`src/hdl/assert_macros.svh`:
```
// ---------------------------------------------------------------------------
// assert_macros.svh
// shared concurrent assertion macros, clocked on clk, reset by rst_n
// ---------------------------------------------------------------------------
`ifndef ASSERT_MACROS_SVH
`define ASSERT_MACROS_SVH

// property holds at every clock edge outside reset
`define RCP_ASSERT(label, prop, msg) \
    label: assert property (@(posedge clk) disable iff (!rst_n) (prop)) \
        else $error(msg);

// consequent holds in the cycle after the antecedent
`define RCP_ASSERT_NEXT(label, ante, cons, msg) \
    label: assert property (@(posedge clk) disable iff (!rst_n) (ante) |=> (cons)) \
        else $error(msg);

`endif

```
`src/hdl/rcp_pkg.sv`:
```
// ---------------------------------------------------------------------------
// rcp_pkg
// shared types and constants of the ray against convex polygon hit test
// ---------------------------------------------------------------------------
package rcp_pkg;

    localparam int RCP_COORD_BITS = 24;

    typedef enum logic [1:0] {
        CMD_ORIGIN = 2'd0,
        CMD_DIR    = 2'd1,
        CMD_VERTEX = 2'd2,
        CMD_NONE   = 2'd3
    } rcp_cmd_e;

    localparam logic [1:0] CULL_NONE = 2'd0;
    localparam logic [1:0] CULL_CW   = 2'd1;

    // control part of one queued request
    typedef struct packed {
        rcp_cmd_e   kind;
        logic       last;
        logic [1:0] cull;
    } rcp_ctl_t;

endpackage

```
`src/hdl/rcp_back.sv`:
```
// ---------------------------------------------------------------------------
// rcp_back
// sequencer over one shared signed multiplier: edge signs, normal, normal tests
// ---------------------------------------------------------------------------
`include "assert_macros.svh"

module rcp_back #(
    parameter int COORD_BITS = rcp_pkg::RCP_COORD_BITS
) (
    input  logic                         clk,
    input  logic                         rst_n,
    input  logic                         in_valid,
    output logic                         in_ready,
    input  rcp_pkg::rcp_ctl_t            in_ctl,
    input  logic signed [COORD_BITS-1:0] in_x,
    input  logic signed [COORD_BITS-1:0] in_y,
    input  logic signed [COORD_BITS-1:0] in_z,
    output logic                         out_valid,
    input  logic                         out_ready,
    output logic                         out_hit
);
    import rcp_pkg::*;

    localparam int W     = COORD_BITS;
    localparam int DW    = W + 1;
    localparam int AW    = W + 2;
    localparam int PW    = AW + DW;
    localparam int CW    = 2 * W + 2;
    localparam int K     = W + 1;
    localparam int ACC_W = 3 * W + 5;

    localparam logic [3:0] STEP_CROSS_END = 4'd5;
    localparam logic [3:0] STEP_DOT_START = 4'd6;
    localparam logic [3:0] STEP_LAST      = 4'd11;

    typedef enum logic [2:0] {
        P_IDLE, P_EDGE, P_NORM, P_DOTA, P_DOTB, P_EMIT
    } phase_t;

    phase_t            phase_reg;
    logic [3:0]        step_reg;
    logic signed [W-1:0]  org_reg  [3];
    logic signed [W-1:0]  dir_reg  [3];
    logic signed [W-1:0]  v0_reg   [3];
    logic signed [W-1:0]  v1_reg   [3];
    logic signed [W-1:0]  prev_reg [3];
    logic signed [W-1:0]  cur_reg  [3];
    logic signed [CW-1:0] c_reg    [3];
    logic signed [ACC_W-1:0] acc_reg;
    logic [1:0]        count_reg;
    logic              fes_reg;
    logic              mis_reg;
    logic              last_reg;
    logic [1:0]        cull_reg;
    logic              sel_reg;
    logic              sa_neg_reg;
    logic              sa_zero_reg;
    logic              hit_reg;

    logic signed [DW-1:0] e_v [3];
    logic signed [DW-1:0] a_v [3];
    logic signed [DW-1:0] p_v [3];
    logic signed [DW-1:0] q_v [3];
    logic signed [DW-1:0] f_v [3];
    logic signed [DW-1:0] d_v [3];
    logic signed [DW-1:0] x_v [3];
    logic signed [DW-1:0] y_v [3];
    logic signed [DW-1:0] dot_v [3];
    logic signed [W-1:0]  from_v [3];
    logic signed [W-1:0]  to_v [3];
    logic signed [W-1:0]  in_v [3];

    logic              is_cross;
    logic              odd;
    logic [1:0]        ci;
    logic [1:0]        j1;
    logic [1:0]        j2;
    logic [1:0]        di;
    logic signed [AW-1:0]    op_a;
    logic signed [DW-1:0]    op_b;
    logic signed [PW-1:0]    prod;
    logic signed [ACC_W-1:0] prod_ext;
    logic signed [ACC_W-1:0] acc_base;
    logic signed [ACC_W-1:0] acc_next;
    logic              res_neg;
    logic              res_zero;
    logic              res_pos;
    logic [1:0]        count_inc;
    logic              n_nonzero;
    logic              sa_pos;
    logic              sb_pos;
    logic              hit_calc;

    assign in_v[0] = in_x;
    assign in_v[1] = in_y;
    assign in_v[2] = in_z;

    always_comb
    begin
        for (int i = 0; i < 3; i++)
        begin
            from_v[i] = sel_reg ? cur_reg[i] : prev_reg[i];
            to_v[i]   = sel_reg ? v0_reg[i]  : cur_reg[i];
            e_v[i] = DW'(from_v[i]) - DW'(org_reg[i]);
            a_v[i] = DW'(to_v[i]) - DW'(from_v[i]);
            p_v[i] = DW'(v1_reg[i]) - DW'(v0_reg[i]);
            q_v[i] = DW'(cur_reg[i]) - DW'(v0_reg[i]);
            f_v[i] = DW'(v0_reg[i]) - DW'(org_reg[i]);
            d_v[i] = DW'(dir_reg[i]);
            x_v[i] = (phase_reg == P_EDGE) ? d_v[i] : p_v[i];
            y_v[i] = (phase_reg == P_EDGE) ? e_v[i] : q_v[i];
            case (phase_reg)
                P_DOTA:  dot_v[i] = f_v[i];
                P_DOTB:  dot_v[i] = d_v[i];
                default: dot_v[i] = a_v[i];
            endcase
        end
    end

    // step decode: cross products on steps 0 to 5, dot products on 6 to 11
    assign is_cross = (step_reg <= STEP_CROSS_END);
    assign odd      = step_reg[0];
    assign ci       = step_reg[2:1];

    always_comb
    begin
        case (ci)
            2'd0:    begin j1 = 2'd1; j2 = 2'd2; end
            2'd1:    begin j1 = 2'd2; j2 = 2'd0; end
            default: begin j1 = 2'd0; j2 = 2'd1; end
        endcase
        case (step_reg)
            4'd6, 4'd7: di = 2'd0;
            4'd8, 4'd9: di = 2'd1;
            default:    di = 2'd2;
        endcase
    end

    // operands: cross term pairs, or low and high halves of a stored component
    always_comb
    begin
        if (is_cross)
        begin
            op_a = odd ? AW'(x_v[j2]) : AW'(x_v[j1]);
            op_b = odd ? y_v[j1] : y_v[j2];
        end
        else
        begin
            op_a = odd ? $signed({c_reg[di][CW-1], c_reg[di][CW-1:K]})
                       : $signed({1'b0, c_reg[di][K-1:0]});
            op_b = dot_v[di];
        end
    end

    assign prod     = PW'(op_a) * PW'(op_b);
    assign prod_ext = (!is_cross && odd) ? (ACC_W'(prod) <<< K) : ACC_W'(prod);
    assign acc_base = ((is_cross && !odd) || (step_reg == STEP_DOT_START)) ? '0 : acc_reg;
    assign acc_next = (is_cross && odd) ? (acc_base - prod_ext) : (acc_base + prod_ext);
    assign res_neg  = acc_next[ACC_W-1];
    assign res_zero = (acc_next == '0);
    assign res_pos  = !res_neg && !res_zero;

    assign count_inc = (count_reg == 2'd3) ? 2'd3 : (count_reg + 2'd1);
    assign n_nonzero = (c_reg[0] != '0) || (c_reg[1] != '0) || (c_reg[2] != '0);
    assign sa_pos    = !sa_neg_reg && !sa_zero_reg;
    assign sb_pos    = res_pos;

    always_comb
    begin
        hit_calc = !mis_reg;
        if (n_nonzero)
        begin
            if ((sa_neg_reg && sb_pos) || (sa_pos && res_neg))
                hit_calc = 1'b0;
            if (cull_reg == CULL_CW)
            begin
                if (!sb_pos)
                    hit_calc = 1'b0;
            end
            else if (cull_reg != CULL_NONE)
            begin
                if (!res_neg)
                    hit_calc = 1'b0;
            end
        end
    end

    assign in_ready  = (phase_reg == P_IDLE);
    assign out_valid = (phase_reg == P_EMIT);
    assign out_hit   = hit_reg;

    always_ff @(posedge clk or negedge rst_n)
    begin
        if (!rst_n)
        begin
            phase_reg   <= P_IDLE;
            step_reg    <= 4'd0;
            for (int i = 0; i < 3; i++)
            begin
                org_reg[i]  <= '0;
                dir_reg[i]  <= '0;
                v0_reg[i]   <= '0;
                v1_reg[i]   <= '0;
                prev_reg[i] <= '0;
                cur_reg[i]  <= '0;
                c_reg[i]    <= '0;
            end
            acc_reg     <= '0;
            count_reg   <= 2'd0;
            fes_reg     <= 1'b0;
            mis_reg     <= 1'b0;
            last_reg    <= 1'b0;
            cull_reg    <= CULL_NONE;
            sel_reg     <= 1'b0;
            sa_neg_reg  <= 1'b0;
            sa_zero_reg <= 1'b0;
            hit_reg     <= 1'b0;
        end
        else
        begin
            case (phase_reg)
                P_IDLE:
                begin
                    if (in_valid)
                    begin
                        case (in_ctl.kind)
                            CMD_ORIGIN: org_reg <= in_v;
                            CMD_DIR:    dir_reg <= in_v;
                            CMD_VERTEX:
                            begin
                                cur_reg  <= in_v;
                                last_reg <= in_ctl.last;
                                cull_reg <= in_ctl.cull;
                                if (count_reg == 2'd0)
                                begin
                                    v0_reg    <= in_v;
                                    prev_reg  <= in_v;
                                    count_reg <= 2'd1;
                                    if (in_ctl.last)
                                    begin
                                        hit_reg   <= 1'b0;
                                        phase_reg <= P_EMIT;
                                    end
                                end
                                else
                                begin
                                    sel_reg   <= 1'b0;
                                    step_reg  <= 4'd0;
                                    phase_reg <= P_EDGE;
                                end
                            end
                            default: ;
                        endcase
                    end
                end
                P_EDGE:
                begin
                    acc_reg  <= acc_next;
                    step_reg <= step_reg + 4'd1;
                    if (is_cross && odd)
                        c_reg[ci] <= acc_next[CW-1:0];
                    if (step_reg == STEP_LAST)
                    begin
                        step_reg <= 4'd0;
                        if (!sel_reg)
                        begin
                            if (count_reg == 2'd1)
                            begin
                                fes_reg <= res_pos;
                                v1_reg  <= cur_reg;
                            end
                            else if (res_pos != fes_reg)
                                mis_reg <= 1'b1;
                            prev_reg  <= cur_reg;
                            count_reg <= count_inc;
                            if (!last_reg)
                                phase_reg <= P_IDLE;
                            else if (count_inc != 2'd3)
                            begin
                                hit_reg   <= 1'b0;
                                phase_reg <= P_EMIT;
                            end
                            else
                                sel_reg <= 1'b1;
                        end
                        else
                        begin
                            // closing edge from the last vertex back to the first
                            if (res_pos != fes_reg)
                                mis_reg <= 1'b1;
                            phase_reg <= P_NORM;
                        end
                    end
                end
                P_NORM:
                begin
                    acc_reg  <= acc_next;
                    step_reg <= step_reg + 4'd1;
                    if (odd)
                        c_reg[ci] <= acc_next[CW-1:0];
                    if (step_reg == STEP_CROSS_END)
                        phase_reg <= P_DOTA;
                end
                P_DOTA:
                begin
                    acc_reg  <= acc_next;
                    step_reg <= step_reg + 4'd1;
                    if (step_reg == STEP_LAST)
                    begin
                        sa_neg_reg  <= res_neg;
                        sa_zero_reg <= res_zero;
                        step_reg    <= STEP_DOT_START;
                        phase_reg   <= P_DOTB;
                    end
                end
                P_DOTB:
                begin
                    acc_reg  <= acc_next;
                    step_reg <= step_reg + 4'd1;
                    if (step_reg == STEP_LAST)
                    begin
                        hit_reg   <= hit_calc;
                        step_reg  <= 4'd0;
                        phase_reg <= P_EMIT;
                    end
                end
                P_EMIT:
                begin
                    if (out_ready)
                    begin
                        count_reg <= 2'd0;
                        fes_reg   <= 1'b0;
                        mis_reg   <= 1'b0;
                        phase_reg <= P_IDLE;
                    end
                end
                default: phase_reg <= P_IDLE;
            endcase
        end
    end

    `RCP_ASSERT(a_step_range, step_reg <= STEP_LAST, "step counter out of range")
    `RCP_ASSERT(a_ready_idle, !in_ready || !out_valid, "request taken while result pending")
    `RCP_ASSERT_NEXT(a_emit_clears, out_valid && out_ready, count_reg == 2'd0 && !mis_reg,
        "polygon state not cleared after result")
    `RCP_ASSERT_NEXT(a_norm_to_dot, phase_reg == P_NORM && step_reg == STEP_CROSS_END,
        phase_reg == P_DOTA && step_reg == STEP_DOT_START, "normal not followed by dot")

endmodule

```
`config.mk`:
```
export PLATFORM = sky130hd
export DESIGN_NAME = rcp_back
export DESIGN_NICKNAME = d
export VERILOG_FILES = /design/src/hdl/rcp_pkg.sv /design/src/hdl/rcp_back.sv
export VERILOG_INCLUDE_DIRS = /design/src /design/src/hdl
export SDC_FILE = /design/constraint.sdc
export NUM_CORES = 2
export LEC_CHECK = 0
export ABC_AREA = 1
export ABC_CLOCK_PERIOD_IN_PS = 14200
export BUFFER_PORTS_ARGS = -buffer_cell sky130_fd_sc_hd__buf_4
export CAP_MARGIN = 40
export CORE_ASPECT_RATIO = 0.75
export CORE_MARGIN = 3
export CORE_UTILIZATION = 62
export CTS_CLUSTER_SIZE = 28
export DETAILED_ROUTE_END_ITERATION = 7
export GPL_TIMING_DRIVEN = 1
export MAX_ROUTING_LAYER = met4
export PLACE_DENSITY = 0.78
export SYNTH_ARGS = -nofsm -noshare
export SYNTH_HDL_FRONTEND = slang
export SYNTH_SLANG_ARGS = --single-unit
export TNS_END_PERCENT = 1
```
`constraint.sdc`:
```
create_clock -name clk -period 14.2 [get_ports clk]
set_clock_uncertainty 0.2 [all_clocks]
set_input_delay 1.42 -clock clk [delete_from_list [all_inputs] [get_ports clk]]
set_output_delay 1.42 -clock clk [all_outputs]
set_load 0.02 [all_outputs]
```
## Word-level counts from Yosys, hierarchy flattened

Cells that the tools add are included.
Widths: inputs -> output; s select.

| storage, ports and cells | value |
|---|---|
| output and inout bits | 3 |
| input bits | 81 |
| bits in registers | 677 |
| word-level logic and storage cells | 272 |

| cells by class | value |
|---|---|
| add/sub/neg operators | 19 |
| equal/unequal tests | 38 |
| magnitude comparators | 6 |
| reduce and logical (&&, ||, !) cells | 53 |
| multiply operators | 1 |
| bitwise operators | 5 |
| mux-type cells | 117 |

Operators by type and width:

| kind | number |
|---|---|
| $mux 25 | 18 |
| $sub 24x24->25 | 15 |
| $mux 72 | 5 |
| $mux 150 | 2 |
| $pmux 150 s2 | 1 |
| $bmux 25 s2 | 5 |
| $mux 77 | 2 |
| $bwmux 150 | 1 |
| $mux 50 | 3 |
| $pmux 25 s2 | 3 |
| $reduce_bool 50->1 | 3 |
| $mux 24 | 6 |
| $pmux 72 s2 | 1 |
| $bmux 50 s2 | 1 |
| $demux 50 s2 | 1 |
| $mux 26 | 3 |
| $add 77x76->77 | 1 |
| $logic_not 77->1 | 1 |
| $sub 77x76->77 | 1 |
| $mux 75 | 1 |
| $mul 26x25->51 | 1 |
| $mux 3 | 12 |
| $mux 1 | 30 |
| $mux 4 | 5 |
| other kinds (44) | 117 |

## Longest topological paths before layout

| depth | value |
|---|---|
| depth after elaboration | 25 |
| gate-level depth with buffers | 94 |
| depth with buffers taken out | 90 |

## Worst setup path before layout

No wires, ideal clock.

| timing path | value |
|---|---|
| path kind | register to register |
| start | register sel_reg |
| end | register hit_reg (netlist: out_hit) |
| arrival time | 12.812 ns |
| setup time | 0.117 ns |
| path slack | 1.071 ns |
| buffers on the path | 7 |
| required time | 13.883 ns |
| stages on the path, launching flop included | 79 |
| period minus slack after synthesis | 13.129 ns |
| cell sequence | dfrtp_1 > clkbuf_1 > clkbuf_1 > clkbuf_1 > clkbuf_1 > nand2_1 > o21ai_0 > inv_1 > ha_1 > nand3b_1 > nand3_1 > nand3_1 > nand2_1 > nand2_1 > nand2_1 > a21oi_1 > inv_1 > a21oi_1 > [... 43 more ...] > nor2_1 > inv_1 > nor2_1 > nand2_1 > inv_1 > nand4_1 > nand3_1 > xor2_1 > inv_1 > nand2_1 > nor3_1 > nand2_1 > o31ai_2 > a21oi_1 > nand2_1 > nand2_1 > nand2_1 > nand2_1 |

| on the way | value |
|---|---|
| cells in the longest elaborated chain, start to end | 24 |
| elaborated cells between the ends (all ways) | 51 |
| classes of those cells | 8 x add/sub; 1 x mul; 1 x eq/ne; 33 x mux; 8 x reduce/logical |

RTL lines:

| item | line | RTL |
|---|---|---|
| start: declaration | rcp_back.sv:55 | `logic sel_reg;` |
| start signal: assignment | rcp_back.sv:214 | `sel_reg <= 1'b0;` |
| start signal: assignment | rcp_back.sv:247 | `sel_reg <= 1'b0;` |
| start signal: assignment | rcp_back.sv:284 | `sel_reg <= 1'b1;` |
| $mux 24 | rcp_back.sv:102 | `from_v[i] = sel_reg ? cur_reg[i] : prev_reg[i];` |
| $sub 24x24->25 | rcp_back.sv:104 | `e_v[i] = DW'(from_v[i]) - DW'(org_reg[i]);` |
| $mux 25 | rcp_back.sv:111 | `y_v[i] = (phase_reg == P_EDGE) ? e_v[i] : q_v[i];` |
| $bmux 25 s2 | rcp_back.sv:145 | `op_b = odd ? y_v[j1] : y_v[j2];` |
| $mux 25 (not written as such) (2 in series) | rcp_back.sv:145 |  |
| $mux 25 | rcp_back.sv:145 |  |
| $mux 25 | rcp_back.sv:142 | `if (is_cross)` |
| $mul 26x25->51 | rcp_back.sv:155 | `assign prod = PW'(op_a) * PW'(op_b);` |
| [... 7 more ...] | n/a |  |
| $logic_or 1x1->1 | rcp_back.sv:173 | `if ((sa_neg_reg && sb_pos) \|\| (sa_pos && res_neg))` |
| $mux 1 | rcp_back.sv:173 |  |
| $mux 1 | rcp_back.sv:182 | `if (!res_neg)` |
| $mux 1 | rcp_back.sv:180 | `else if (cull_reg != CULL_NONE)` |
| $mux 1 | rcp_back.sv:175 | `if (cull_reg == CULL_CW)` |
| $mux 1 | rcp_back.sv:171 | `if (n_nonzero)` |
| $mux 1 | rcp_back.sv:320 | `if (step_reg == STEP_LAST)` |
| $pmux 1 s3 | rcp_back.sv:221 | `case (phase_reg)` |
| end signal: assignment | rcp_back.sv:322 | `hit_reg <= hit_calc;` |
| end: declaration | rcp_back.sv:58 | `logic hit_reg;` |

Parallel ways exist; a longest one is shown, timed or not. The select of a mux whose other input is x is not followed.
A chain may end at the register's enable or synchronous reset.

## Worst setup path after layout

Ends and elaborated chain as after synthesis.

==> metrics.txt <==
Hold Startpoint=acc_reg[32]$_DFFE_PN0P_; post-place setup slack=-1.05 ns; Crit path top cell by count=nand2_1; CTS H-Tree Depth=3; post-route minimum period=14.56 ns; layout cells sized above 1=17.4%; CTS Hold Buffers Added=0; Synth cell types=74; Top delay family on crit path=adder cells; crit path kind=flip-flop to flip-flop; Synth top area share=20.1%; Max-Cap Viols=0; initial antenna violation count=17; final instance area=0.103 mm2; critical path required time=14.63 ns; Die X-Extent=432 um; count of final setup violators=4; total CTS buffers=74; worst-margin pin slew=1.09 ns; fmax=68.7 MHz; Mapped Nets=13700; Seq cells post-synth=677; CTS Sinks=677; Crit Path Max Fanout=15; Max Slew Vio Count=0; Critical R2R Capture=out_hit$_DFFE_PN0P_; fraction of registers with async set/reset=100%; DP HPWL=287000 um; post-synth top area cell=dfrtp_1; reg-to-reg slack, setup=-0.36 ns; GPL Wtd Cong=1.14; routed len/inst=23.7 um; die area=0.141 mm2; dominant synthesized flop cell=dfrtp_1; Area Growth Syn to Fin=22.1%; reg2reg path depth=78; largest net degree at the start of global routing=163; worst hold path type=flip-flop to flip-flop; end-of-flow core utilization=76.7%; first-pass GRT wire length=542000 um; core box area=0.134 mm2; # rows=116; Post-DRT Antenna Nets=0; Initial Util=62.8%; dominant cells by area after synthesis=dfrtp_1 20%, fa_1 17%, nand2_1 15%, inv_1 8.9%, ha_1 8.7%; DRT iter0 DRCs=15900; vias post-DR=95800; Hold Fails Final Rpt=0; Clock Path Buffers=3; Total GRT Usage=52.0%; Hold Path Cell Cnt=2; Ports=84; Synth top cells by count=3386 x nand2_1, 1990 x inv_1, 1156 x o21ai_0, 1073 x nor2_1, 740 x a21oi_1; Hold WS=0.287 ns; via/cell ratio=6.22; Routed WL=366000 um; syn_area_per_cell=6.82 um2; register area share after synthesis=20.1%; Worst setup EP type=flip-flop; YS warnings=0; Largest register FFs=150; I/O Buffers=83; GRT overflow=0; worst hold endpoint=acc_reg[32]$_DFFE_PN0P_; vias in the first global route=91600; status=finished with violations; # DRC=16; Post-synth EDFFs=0; clk_lat worst skew=0.74 ns; R2R Path Start=sel_reg$_DFFE_PN0P_; worst path bufs/invs=18; fin crit share=103%; Vert. Die Dim=325 um; slowest cell on the critical path=fa_1; most numerous cell in the Yosys netlist=nand2_1; crit-path max cell delay=0.63 ns; CP Launch Type=flip-flop; setup repair after global routing missed its margin=true; Post-DP Area=0.0970 mm2; Clock transition at path regs=0.07 ns; DR pass1 iterations=8; Synth Instances=12400; violated checks=DRC, setup timing; mapped cell area=0.0844 mm2; clk root buf=clkbuf_16; CTS tree=built; worst setup margin=-0.362 ns; net count reported at finish=14900; Critical Path AT=14.99 ns; Rel. slew slack=26.9%
[metrics by stage]
step           std cells  TNS, ns
2_1_floorplan      12400        0
3_3_place_gp       15200    -2.78
3_5_place_dp       15200    -4.11
4_1_cts            15400        0
5_1_grt            15400    -3.77
6_report           15400    -1.06
[repair_timing]
action | in CTS | in global routing
setup buffers | 23 | 36
pin swaps | 50 | 138
endpoints found under the setup margin | 7 | 56
hold endpoints to repair | 0 | 0
resized for setup | 267 | 484
gates cloned | 0 | 5
[worst max-delay path by stage]
stage | startpoint | to | cells after the start
2_1_floorplan | sel_reg$_DFFE_PN0P_ | out_hit$_DFFE_PN0P_ | 78
3_3_place_gp | sel_reg$_DFFE_PN0P_ | out_hit$_DFFE_PN0P_ | 73
3_5_place_dp | sel_reg$_DFFE_PN0P_ | out_hit$_DFFE_PN0P_ | 73
4_1_cts | sel_reg$_DFFE_PN0P_ | out_hit$_DFFE_PN0P_ | 90
5_1_grt | sel_reg$_DFFE_PN0P_ | out_hit$_DFFE_PN0P_ | 85
6_report | sel_reg$_DFFE_PN0P_ | out_hit$_DFFE_PN0P_ | 78
[worst reg2reg max path, delay by kind of cell (launching register included)]
family	cells	cell delay, ns
flops	1	0.52
compound gates	15	2.41
simple gates	33	3.86
fa+ha+maj	10	4.62
xor+xnor	2	0.31
buf+inv	18	2.53
[final cells by class]
| cell class | instances | area [um2] |
|---|---|---|
| diodes | 17 | 42.5 |
| inverters | 2026 | 7630 |
| flip-flops and latches | 677 | 17000 |
| multi-input cells | 9239 | 60900 |
| clock buffers | 96 | 2050 |
| repair buffers | 1553 | 12700 |
| well taps | 1770 | 2210 |
| clock inverters | 35 | 507 |
| fillers | 9978 | 31300 |
[kinds of logic (layout without fill, tap and decap cells)]
kind of cell               count (synthesis)  after routing  synth area share (%)
AOI/OAI and AO/OA                       2392           2392                  15.5
xor gates and xnor gates                 240            240                  2.49
adders and majority gates               1283           1283                  25.2
buffers and inverters                   2455           3710                  11.0
DFF                                      677            677                  20.1
muxes                                      4              4                0.0519
other                                      0             17                     0
and+or+nand+nor                         5320           5320                  25.6
[routing by layer]
layer,wire length (um),GRT usage (%),up-vias
li1,-,-,41800
met5,0,-,-
met3,69000,23.8,1472
met4,19700,21.2,0
met1,136000,69.3,44700
met2,141000,67.6,7818
[placed cells by master, fill, tap and decap left out, types with 99 or more instances in the layout]
master   Yosys  final
nor2_1    1073    940
dfrtp_1    677    674
o21ai_0   1156   1050
xor2_1     127    119
fa_1       698    672
inv_1     1990   1964
nand2_2      5     99
a31oi_1    123    116
a21oi_1    740    650
buf_4        4   1451
nand3_1    458    425
ha_1       585    525
xnor2_1    113    106
nor2_2       9    110
nand2_1   3386   3286
Power is not shown: default switching activity piles up to over one toggle a cycle in this logic, so the estimate is an artifact.
